--- src/hdl/pidd_pkg.sv ---
// Shared widths, codes and types for the deadband PID controller.
package pidd_pkg;

  localparam int unsigned SampleW   = 24;
  localparam int unsigned SumW      = 40;
  localparam int unsigned ErrW      = SampleW + 1;
  localparam int unsigned DeltaW    = ErrW + 1;
  localparam int unsigned GainW     = 24;
  localparam int unsigned DbWidthW  = 23;
  localparam int unsigned LimitW    = 39;
  localparam int unsigned DriveW    = 32;
  localparam int unsigned FracShift = 16;
  localparam int unsigned CfgIdxW   = 3;
  localparam int unsigned CfgDataW  = 39;

  localparam int unsigned MagCmpW = (ErrW > DbWidthW) ? ErrW : DbWidthW;
  localparam int unsigned LimCmpW = (LimitW > SumW) ? LimitW : SumW;
  localparam int unsigned AddW    = ((SumW > ErrW) ? SumW : ErrW) + 1;
  localparam int unsigned SumLoW  = SumW / 2;
  localparam int unsigned SumHiW  = SumW - SumLoW;
  localparam int unsigned MaxOpW  = (SumW > DeltaW) ? SumW : DeltaW;
  localparam int unsigned AccW    = GainW + MaxOpW + 3;
  localparam int unsigned ShW     = AccW - FracShift;

  localparam logic signed [ErrW-1:0]   ErrOne     = ErrW'(256);
  localparam logic [LimitW-1:0]        LimitReset = LimitW'(256000);
  localparam logic signed [SumW-1:0]   SumMax     = {1'b0, {(SumW-1){1'b1}}};
  localparam logic signed [SumW-1:0]   SumMin     = {1'b1, {(SumW-1){1'b0}}};
  localparam logic signed [DriveW-1:0] DriveMax   = {1'b0, {(DriveW-1){1'b1}}};
  localparam logic signed [DriveW-1:0] DriveMin   = {1'b1, {(DriveW-1){1'b0}}};

  typedef enum logic [1:0] {
    DbZeroClear = 2'd0,
    DbZero      = 2'd1,
    DbNone      = 2'd2,
    DbForceOne  = 2'd3
  } db_mode_e;

  typedef enum logic [CfgIdxW-1:0] {
    RegGainP    = 3'd0,
    RegGainI    = 3'd1,
    RegGainD    = 3'd2,
    RegDbMode   = 3'd3,
    RegDbWidth  = 3'd4,
    RegIntLimit = 3'd5
  } cfg_reg_e;

  typedef struct packed {
    db_mode_e              mode;
    logic [DbWidthW-1:0]   width;
    logic [LimitW-1:0]     limit;
  } db_cfg_t;

  typedef struct packed {
    logic [GainW-1:0] p;
    logic [GainW-1:0] i;
    logic [GainW-1:0] d;
  } gains_t;

  typedef struct packed {
    logic [ErrW-1:0]   err;
    logic [DeltaW-1:0] delta;
    logic [SumW-1:0]   sum;
  } shaped_t;

endpackage

--- src/hdl/pidd_shaper.sv ---
// Deadband shaping, saturating integral and derivative difference.
module pidd_shaper import pidd_pkg::*; (
  input  logic                       clk_i,
  input  logic                       rst_ni,
  input  logic                       advance_i,
  input  logic                       update_i,
  input  db_cfg_t                    cfg_i,
  input  logic signed [SampleW-1:0]  setpoint_i,
  input  logic signed [SampleW-1:0]  measured_i,
  output shaped_t                    shaped_o
);

  logic signed [SumW-1:0]    sum_q, sum_d;
  logic signed [ErrW-1:0]    prev_q;
  logic signed [ErrW-1:0]    err_raw, err_shp;
  logic [ErrW-1:0]           mag;
  logic [MagCmpW-1:0]        mag_c, dw_c;
  logic                      in_le, in_lt;
  logic signed [SumW-1:0]    base;
  logic signed [AddW-1:0]    add_w;
  logic signed [SumW-1:0]    sat;
  logic [LimCmpW-1:0]        lim_ext, smax_ext, lim_c;
  logic signed [SumW-1:0]    lim_s, lim_n;
  logic signed [DeltaW-1:0]  delta;
  shaped_t                   shaped_q;

  always_comb begin
    err_raw = ErrW'(setpoint_i) - ErrW'(measured_i);
    mag     = err_raw[ErrW-1] ? ErrW'(-err_raw) : err_raw;
    mag_c   = MagCmpW'(mag);
    dw_c    = MagCmpW'(cfg_i.width);
    in_le   = (mag_c <= dw_c);
    in_lt   = (mag_c < dw_c);

    err_shp = err_raw;
    base    = sum_q;
    case (cfg_i.mode)
      DbZeroClear: begin
        if (in_le) begin
          err_shp = '0;
          base    = '0;
        end
      end
      DbZero: begin
        if (in_lt) err_shp = '0;
      end
      DbForceOne: begin
        if (in_lt) err_shp = ErrOne;
      end
      default: ;
    endcase

    // saturate the integral at its own range
    add_w = AddW'(base) + AddW'(err_shp);
    if (add_w > AddW'(SumMax)) begin
      sat = SumMax;
    end else if (add_w < AddW'(SumMin)) begin
      sat = SumMin;
    end else begin
      sat = add_w[SumW-1:0];
    end

    lim_ext  = LimCmpW'(cfg_i.limit);
    smax_ext = LimCmpW'(SumMax);
    lim_c    = (lim_ext > smax_ext) ? smax_ext : lim_ext;
    lim_s    = $signed(lim_c[SumW-1:0]);
    lim_n    = -lim_s;

    sum_d = sat;
    if (cfg_i.mode == DbForceOne) begin
      if (sat >= lim_s) begin
        sum_d = lim_s;
      end else if (sat < lim_n) begin
        sum_d = lim_n;
      end
    end

    delta = DeltaW'(err_shp) - DeltaW'(prev_q);
  end

  always_ff @(posedge clk_i or negedge rst_ni) begin
    if (!rst_ni) begin
      sum_q  <= '0;
      prev_q <= '0;
    end else if (update_i) begin
      sum_q  <= sum_d;
      prev_q <= err_shp;
    end
  end

  always_ff @(posedge clk_i) begin
    if (advance_i) begin
      shaped_q.err   <= err_shp;
      shaped_q.delta <= delta;
      shaped_q.sum   <= sum_d;
    end
  end

  assign shaped_o = shaped_q;

endmodule

--- config.mk ---
export PLATFORM = sky130hd
export DESIGN_NAME = pidd_shaper
export DESIGN_NICKNAME = d
export VERILOG_FILES = /design/src/hdl/pidd_pkg.sv /design/src/hdl/pidd_shaper.sv
export SDC_FILE = /design/constraint.sdc
export NUM_CORES = 1
export LEC_CHECK = 0
export ABC_CLOCK_PERIOD_IN_PS = 6600
export BUFFER_PORTS_ARGS = -buffer_cell sky130_fd_sc_hd__buf_2
export CORE_MARGIN = 3
export CORE_UTILIZATION = 35
export CTS_BUF_LIST = sky130_fd_sc_hd__clkbuf_16
export CTS_CLUSTER_SIZE = 12
export DETAILED_ROUTE_END_ITERATION = 10
export GPL_TIMING_DRIVEN = 0
export MAX_ROUTING_LAYER = met4
export PLACE_DENSITY_LB_ADDON = 0.15
export SLEW_MARGIN = 30
export SYNTH_ARGS = -nofsm -noshare
export SYNTH_HDL_FRONTEND = slang
export SYNTH_SLANG_ARGS = --single-unit
--- constraint.sdc ---
create_clock -name clk_i -period 6.6 [get_ports clk_i]
set_input_delay 0 -clock clk_i [delete_from_list [all_inputs] [get_ports clk_i]]
set_output_delay 0 -clock clk_i [all_outputs]
set_load 0.005 [all_outputs]
* Word-level counts from Yosys, hierarchy flattened *
Cells that the tools add are included.

word-level totals
  bits in registers = 156
  output and inout port bits = 91
  logic and storage cells = 31

operators by class
  add/sub/neg operators = 5
  magnitude comparators = 6
  eq/ne operators = 2
  multiplexer cells = 12
  reduce and logical (&&, ||, !) cells = 1

operators with widths
  kind                                                                                number
  40-bit 2-to-1 mux                                                                   7
  25-bit 2-to-1 mux                                                                   4
  25-bit case mux with 3 select lines                                                 1
  40-bit by 25-bit adder with 41-bit output                                           1
  41-bit by 40-bit greater-than comparator with 1-bit output (second input constant)  1
  41-bit by 40-bit < comparator with 1-bit output (second input constant)             1
  40-bit greater-or-equal comparator                                                  1
  40-bit < comparator                                                                 1
  39-bit negation with 40-bit output                                                  1
  25-bit by 25-bit subtractor with 26-bit output                                      1
  25-bit by 23-bit <= comparator with 1-bit output                                    1
  25-bit by 23-bit < comparator with 1-bit output                                     1
  25-bit negation                                                                     1
  24-bit by 24-bit subtractor with 25-bit output                                      1
  2-bit by 1-bit == test with 1-bit output (second input constant)                    1
  2-bit == test (second input constant)                                               1
  2-bit zero test                                                                     1

* Longest topological paths before layout *
Gate-level depths: netlist of the first run.

  depth in word-level cells = 14
  gate-level depth with buffers = 60
  mapped depth without buffers = 53

* Worst setup path before layout of the first run *
OpenSTA, ideal clock, no wires.

  path kind = input to register
  start = input port setpoint_i[0]
  end = register shaped_q, in the netlist shaped_o[13] (data pin)
  arrival time = 10,667 ps
  required time = 6,342 ps
  setup slack = -4,325 ps
  stages on the path = 58
  buffers on the path = 8
  path through = inv_1 > ha_1 > fa_1 > nor2b_1 > o211ai_2 > a21o_1 > nand3_2 > a211oi_2 > or4_1 > a31o_1 > a21o_1 > clkbuf_1 > nand2_1 > o21ai_0 > ha_1 > nor2b_1 > o21a_1 > o21a_1 > [22 not listed] > o21ai_0 > inv_1 > ha_1 > a21o_1 > a21o_1 > a2111oi_0 > o21ai_0 > a22oi_1 > nand2_1 > nand4_1 > nand2_1 > o21ai_1 > nand3_1 > nor2_1 > buf_2 > buf_2 > nand2_1 > o221a_2

on the way
  longest elaborated chain between the ends = 14
  elaborated cells between the ends (all ways) = 21

RTL lines
  what                                                                                                                        RTL line                              text
  from (decl)                                                                                                                 pidd_shaper.sv:8                      input logic signed [SampleW-1:0] setpoint_i,
  24-bit by 24-bit subtractor with 25-bit output (*)                                                                          pidd_shaper.sv:28                     err_raw = ErrW'(setpoint_i) - ErrW'(measured_i);
  25-bit negation                                                                                                             pidd_shaper.sv:29                     mag = err_raw[ErrW-1] ? ErrW'(-err_raw) : err_raw;
  25-bit 2-to-1 mux                                                                                                           pidd_shaper.sv:29
  25-bit by 23-bit < comparator with 1-bit output / 25-bit by 23-bit <= comparator with 1-bit output (equally long branches)  pidd_shaper.sv:33, pidd_shaper.sv:32
  25-bit 2-to-1 mux (tied with other cells)                                                                                   pidd_shaper.sv:48                     if (in_lt) err_shp = ErrOne;
  25-bit case mux with 3 select lines / 40-bit 2-to-1 mux (equally long branches)                                             pidd_shaper.sv:37                     case (cfg_i.mode)
  40-bit by 25-bit adder with 41-bit output (*)                                                                               pidd_shaper.sv:54                     add_w = AddW'(base) + AddW'(err_shp);
  41-bit by 40-bit < comparator with 1-bit output                                                                             pidd_shaper.sv:57                     end else if (add_w < AddW'(SumMin)) begin
  40-bit 2-to-1 mux                                                                                                           pidd_shaper.sv:57
  40-bit 2-to-1 mux (*)                                                                                                       pidd_shaper.sv:55                     if (add_w > AddW'(SumMax)) begin
  40-bit < comparator                                                                                                         pidd_shaper.sv:73                     end else if (sat < lim_n) begin
  40-bit 2-to-1 mux                                                                                                           pidd_shaper.sv:73
  40-bit 2-to-1 mux                                                                                                           pidd_shaper.sv:71                     if (sat >= lim_s) begin
  40-bit 2-to-1 mux (*)                                                                                                       pidd_shaper.sv:70                     if (cfg_i.mode == DbForceOne) begin
  net sum_d[13]                                                                                                               pidd_shaper.sv:13                     logic signed [SumW-1:0] sum_q, sum_d;
  to (decl)                                                                                                                   pidd_shaper.sv:25                     shaped_t shaped_q;

The timed path passes the listed nets; every way through them passes the cells marked *.
A chain may end at the register's enable or synchronous reset.

* Worst setup path in the final report of the first run *
  start = input port setpoint_i[0]
  end = register shaped_q, in the netlist shaped_o[25] (data pin)

The elaborated chain is that of the path after synthesis.

==> reports/qor.yml, run 1 <==
placed_area_um2: 17800
synth_fp_nets: 2103
fp.dieW_um: 216
reg2reg_to: "shaped_o[25]$_DFFE_PP_"
synthCells: 1794
insertion_delay_ns: 0.46
min_path_type: "primary input to asynchronous set/reset pin"
root_buffer: "clkbuf_16"
vias_per_cell: 5.52
tightest_slew_ns: 1.00
wl_per_cell_um: 20.9
finalWirelength_um: 58100
hold-worst-slack_ns: 0.000272
synth_xor_area_frac: 0.0742
synth_warnings: 0
violations: "setup timing"
cap_violations: 0
clk_pin_slew_ns: 0.07
postLayoutCellArea_um2: 21900
dieArea_um2: 46700
ys_types: 90
synth_area_um2: 15500
track_usage: 0.246
antenna_cells: 0
worstSetupEndpointType: "register"
area_delta_synth_final_pct: 41.8
antenna_found_initial: 0
grt_pass1_vias: 15200
drive_above_1_share: 0.364
slew_violations: 0
dp_hpwl_um: 44100
cp-start-kind: "primary input"
min_period_ns: 10.40
synth_seq_cells: 156
num_vias: 15300
use_met3: 0.0202
grt-ovfl-total: 0
grt_max_degree: 60
synth_fa_ha_area_frac: 0.160
ys.flop_type: "edfxtp_1"
fin_crit_sh: 1.58
status: "finished, violations left"
routabilityCongestion: 0.944
timing.final.hold_violations: 0
use_met2: 0.406
use_met1: 0.317
crit_arrival_ns: 10.56
cpPeakStageDelay_ns: 0.61
cp.required_ns: 6.76
grt_setup_unrepaired: "yes"
dp.cells: 2583
detail_route.iter0.violations: 1081
synthMuxAreaShare: 0.0224
fin_cells: 2777
htreeDepth: 4
synth_top_family_by_area: "compound AO/OA/AOI/OAI gates"
portBuffers: 202
crit_fanout: 7
async_flop_share: 0.417
clockBufferDepth: 2
start_util: 0.356
worstReg2RegStart: "sum_q[0]$_DFFE_PN0P_"
die-height_um: 216
ant_nets: 0
cts_tree: "yes"
criticalPathCategory: "primary input to register"
setup_slack_ns: -3.80
busiest_layer: "met2"
reg2regPathDepth: 34
core_um2: 43400
cts.sink_count: 156
fin_tns_setup_ns: -300.80
critPathSlowestCell: "a2111o_2"
clock_skew_ns: 0.0103
grt_first_pass_wirelength_um: 87000
ioPinCount: 207
first_pass_iters: 5
syn_area_per_cell_um2: 8.62
reg2reg_slack_ns: 0.47
finish.net_count: 2488
drcViolationCount: 0
synth-simple-area-share: 0.180
finalSetupViolCount: 96
max_freq_mhz: 96.2
num_rows: 76
synth-compound-area-share: 0.223
relSlewSlack: 0.331
synth_edf_count: 91
synth.yosys.seq_area_share: 0.282
numCtsBuffers: 17
## sequential cells by signal, summed over array words and instances (netlist names)
register  flops
sum_q        40
shaped_o     91
prev_q       25
## critical path: cells and delay by family
kind,cells,cell delay (ns)
AO/OA/AOI/OAI,24,4.93
buffers and inverters,16,2.03
AND/OR/NAND/NOR,13,1.88
adder cells (fa/ha/maj),6,1.52
XOR/XNOR,1,0.10
## cells by family (layout without fill, tap and decap cells)
family	count (synthesis)	count (layout)
adders and majority gates	197	197
buffers and inverters	235	633
muxes	31	31
and+or+nand+nor	533	533
DFF	156	156
xor gates and xnor gates	131	131
AOI/OAI and AO/OA	511	511
## per-layer routing
layer	share of wire	up-vias	routed length [µm]
li1	-	7364	-
met4	0.039	0	2260
met5	0	-	0
met2	0.47	496	27200
met1	0.45	7369	26200
met3	0.041	106	2400
## stage by stage
stage | worst slack (ns) | utilization
3_3_place_gp | -5.94 | 0.409
5_1_grt | -4.12 | 0.505
3_5_place_dp | -5.85 | 0.411
2_1_floorplan | -3.11 | -
4_1_cts | -3.94 | 0.476
6_report | -3.80 | 0.505
## synth_stat cells, types with 13 or more instances
library cell	count	area, µm²
nand2_1	104	390
nor3_1	40	200
dfrtp_1	65	1630
and2_1	49	307
clkbuf_1	51	191
edfxtp_1	91	2730
mux2_2	29	327
and3_1	15	93.8
nor2_1	125	469
nand2b_1	24	150
o211ai_1	13	97.6
nor2b_1	35	219
xnor2_1	100	876
ha_1	190	2380
xor2_1	31	272
o21ai_0	80	400
a211oi_1	17	128
nand3_1	41	205
or3_1	13	81.3
inv_1	168	631
a21oi_1	140	701
nand4_1	34	213
a31oi_1	35	219
o21a_1	26	195
a21o_1	46	345
## layout make-up
| cell class | count | area (µm²) |
|---|---|---|
| Timing Repair Buffer | 375 | 2720 |
| Sequential cell | 156 | 4360 |
| Buffer | 56 | 619 |
| Fill cell | 4053 | 21400 |
| Multi-Input combinational cell | 1403 | 12200 |
| Clock buffer | 17 | 425 |
| Inverter | 170 | 652 |
| Tap cell | 585 | 732 |
| Clock inverter | 15 | 163 |
## worst max path at each step
stage | endpoint | slack, ns | depth (start not counted) | start
final | shaped_o[25]$_DFFE_PP_ | -3.80 | 60 | setpoint_i[0]
after global routing | shaped_o[25]$_DFFE_PP_ | -4.12 | 60 | measured_i[2]
after CTS | shaped_o[7]$_DFFE_PP_ | -3.94 | 59 | setpoint_i[0]
after detailed placement | shaped_o[11]$_DFFE_PP_ | -5.85 | 54 | setpoint_i[0]
after global placement | shaped_o[25]$_DFFE_PP_ | -5.94 | 57 | setpoint_i[0]
after floorplan | shaped_o[13]$_DFFE_PP_ | -3.11 | 59 | setpoint_i[0]
## cells in the final DEF (no fill, tap or decap), types with 21 or more instances in the layout
cell type,count
nor2b_1,32
nand3_1,29
nor3_1,32
mux2_2,26
o21ai_0,38
and2_1,44
a21o_1,45
dfrtp_1,65
buf_2,204
clkbuf_1,21
o21a_1,25
buf_6,37
a31oi_1,21
nand2_1,85
a21oi_1,90
a21oi_2,35
buf_4,110
clkbuf_16,27
ha_1,161
xnor2_1,99
xor2_1,30
inv_1,155
nand4_1,34
nor2_1,109
edfxtp_1,91
nand2b_1,23
## timing repair
| item | 4_1_cts | 5_1_grt |
|---|---|---|
| endpoints found under the setup margin | 100 | 100 |
| cloned | 8 | 2 |
| gates resized for setup | 253 | 197 |
| buffers inserted | 103 | 52 |
| pin swaps | 112 | 112 |
| hold endpoints to repair | 105 | 0 |
| hold buffers | 9 | 0 |
Power of run 1 is left out: the tool's default activity adds up to more than one toggle a clock period on the data nets, which glitch-free logic cannot reach.
==> run 2, diff against run 1 <==
- BUFFER_PORTS_ARGS: -buffer_cell sky130_fd_sc_hd__buf_2 -> unset
- DONT_BUFFER_PORTS: unset -> 1
==> run 2 against run 1 <==
The run ends with hold timing, setup timing left. Cell count decreased by 7.6%. Maximum frequency fell by 1.2%. Via count shrank 5.7%. Non-clock buffer count down 211. Wire length down 3.1%. Clock-buffer cell count did not move. Die area unchanged. Global-route usage is 0.72 points lower. Critical path depth shrank 2. Critical path type unchanged. First-iteration DRC count down 14%. Core utilization down 3.2 points. Highest routed layer unchanged.
==> reports/qor.yml, run 2 (synthesis gave the netlist of run 1 again) <==
status: "finished, violations left"  # unchanged
violations: "hold timing, setup timing"  # was setup timing
cap_violations: 0  # unchanged
critPathSlowestCell: "a2111o_2"  # unchanged
grt_max_degree: 92  # was 60
cts.sink_count: 156  # unchanged
cp.required_ns: 6.78  # was 6.76 ns
hold_path_depth: 3
drcViolationCount: 0  # unchanged
hold-worst-slack_ns: -0.0121  # was 0.000272 ns
cp-start-kind: "primary input"  # unchanged
slew_violations: 0  # unchanged
antenna_cells: 0  # unchanged
criticalPathCategory: "primary input to register"  # unchanged
layout_commonest_cell: "ha_1"  # was buf_2
reg2reg_to: "shaped_o[21]$_DFFE_PP_"  # was shaped_o[25]$_DFFE_PP_
start_util: 0.356  # unchanged
ioPinCount: 207  # unchanged
fin_cells: 2566  # was 2777
insertion_delay_ns: 0.46  # about the same
hp-start: "cfg_i[11]"
grt-ovfl-total: 0  # unchanged
wl_per_cell_um: 22.0  # was 20.9 µm
crit_fanout: 6  # was 7
routabilityCongestion: 0.946  # was 0.944
die-height_um: 216  # unchanged
htreeDepth: 4  # unchanged
fin_crit_sh: 1.59  # was 1.58
root_buffer: "clkbuf_16"  # unchanged
track_usage: 0.239  # was 0.246
cts_tree: "yes"  # unchanged
detail_route.iter0.violations: 927  # was 1081
finish.net_count: 2277  # was 2488
clockBufferDepth: 2  # unchanged
core_um2: 43400  # unchanged
dp.cells: 2379  # was 2583
numCtsBuffers: 17  # unchanged
reg2reg_slack_ns: 0.29  # was 0.47 ns
drive_above_1_share: 0.267  # was 0.364
cpPeakStageDelay_ns: 0.63  # was 0.61 ns
timing.final.hold_violations: 1  # was 0
grt_pass1_vias: 14400  # was 15200
layout_common_cells: "167 x ha_1, 157 x inv_1, 114 x nor2_1"  # was 204 x buf_2, 161 x ha_1, 155 x inv_1
finalWirelength_um: 56300  # was 58100 µm
crit_arrival_ns: 10.71  # was 10.56 ns
fillers: 4183  # was 4053
worstSetupEndpointType: "register"  # unchanged
min_period_ns: 10.53  # was 10.40 ns
grt_setup_unrepaired: "yes"  # unchanged
num_vias: 14500  # was 15300
multi_input_comb_area_um2: 12000  # was 12200 µm²
setup_slack_ns: -3.93  # was -3.80 ns
cpMostUsedCell: "a21o_1"
worstReg2RegStart: "sum_q[0]$_DFFE_PN0P_"  # unchanged
first_pass_iters: 7  # was 5
finalSetupViolCount: 95  # was 96
register_area_um2: 4360  # unchanged
crit_family: "compound AO/OA/AOI/OAI gates"  # unchanged
reg2regPathDepth: 32  # was 34
cp_num_buf_inv: 11  # was 16
fp.dieW_um: 216  # unchanged
dp_hpwl_um: 42600  # was 44100 µm
grt_first_pass_wirelength_um: 83800  # was 87000 µm
antenna_found_initial: 0  # unchanged
area_delta_synth_final_pct: 32.8  # was 41.8%
clk_pin_slew_ns: 0.07  # about the same
vias_per_cell: 5.64  # was 5.52
tightest_slew_ns: 0.971  # was 1.00 ns
clock_skew_ns: 0.00949  # was 0.0103 ns
postLayoutCellArea_um2: 20500  # was 21900 µm²
largest_register_ffs: 91  # unchanged
portBuffers: 0  # was 202
max_freq_mhz: 95.0  # was 96.2 MHz
placed_area_um2: 16800  # was 17800 µm²
min_path_type: "primary input to register"  # was primary input to asynchronous set/reset pin
relSlewSlack: 0.352  # was 0.331
ant_nets: 0  # unchanged
holdPathEnd: "sum_q[11]$_DFFE_PN0P_"
dieArea_um2: 46700  # unchanged
num_rows: 76  # unchanged
## run 2: cell count changes in the layout (fill, tap and decap cells not counted), sizes merged
cell	change
inv	-2
buf	-237
bufinv	-1
clkinv	+3
dlygate4sd3	+23
clkbuf	+3
## run 2: how the worst max path moves through the flow
stage	start	endpoint	slack, ns	cells past startpoint
detailed placement	setpoint_i[0]	shaped_o[28]$_DFFE_PP_	-5.58	51
global placement	setpoint_i[0]	shaped_o[25]$_DFFE_PP_	-5.71	56
global route	setpoint_i[0]	shaped_o[21]$_DFFE_PP_	-4.21	58
finish	setpoint_i[0]	shaped_o[21]$_DFFE_PP_	-3.93	58
CTS	setpoint_i[0]	shaped_o[21]$_DFFE_PP_	-3.91	58
floorplan	setpoint_i[0]	shaped_o[13]$_DFFE_PP_	-3.11	59
## run 2: layout make-up
type	instances	area share
clock inverter	15	0.00695
sequential	156	0.212
timing repair buffer	163	0.0797
tap	585	0.0357
multi-input combinational	1403	0.584
inverter	170	0.0316
clock buffer	17	0.0207
buffer	57	0.0289
## run 2: metal layers
metal	GRT usage	wire (µm)	vias up
met3	0.0275	2380	99
met1	0.306	25400	6980
met4	0.0915	2090	0
li1	-	-	6945
met2	0.388	26400	442
met5	-	0	-
## run 2: through the flow
stage / util / hold slack, ns / setup WS, ns / setup TNS [ns]
finish: 0.473 / -0.0121 / -3.93 / -306.37
global route: 0.473 / 0.0103 / -4.21 / -337.22
CTS: 0.446 / 0.00309 / -3.91 / -309.25
detailed placement: 0.386 / -0.294 / -5.58 / -451.49
global placement: 0.386 / -0.293 / -5.71 / -455.41
floorplan: - / -0.296 / -3.11 / -241.60
## run 2: what timing repair did
item / 4_1_cts / 5_1_grt
resized for setup: 204 / 182
pin swaps: 69 / 85
cloned: 7 / 3
buffers inserted: 83 / 44
hold buffers: 33 / 1
endpoints found under the hold margin: 199 / 1
endpoints found under the setup margin: 100 / 100
## run 2: worst reg2reg max path: cells and delay by family (launching register included)
kind	cells	cell delay [ns]
AOI/OAI and AO/OA	14	3.13
adders and majority gates	3	0.56
buffers and inverters	8	1.13
DFF	1	0.38
and+or+nand+nor	7	0.86
Power of run 2 is left out for the same reason.
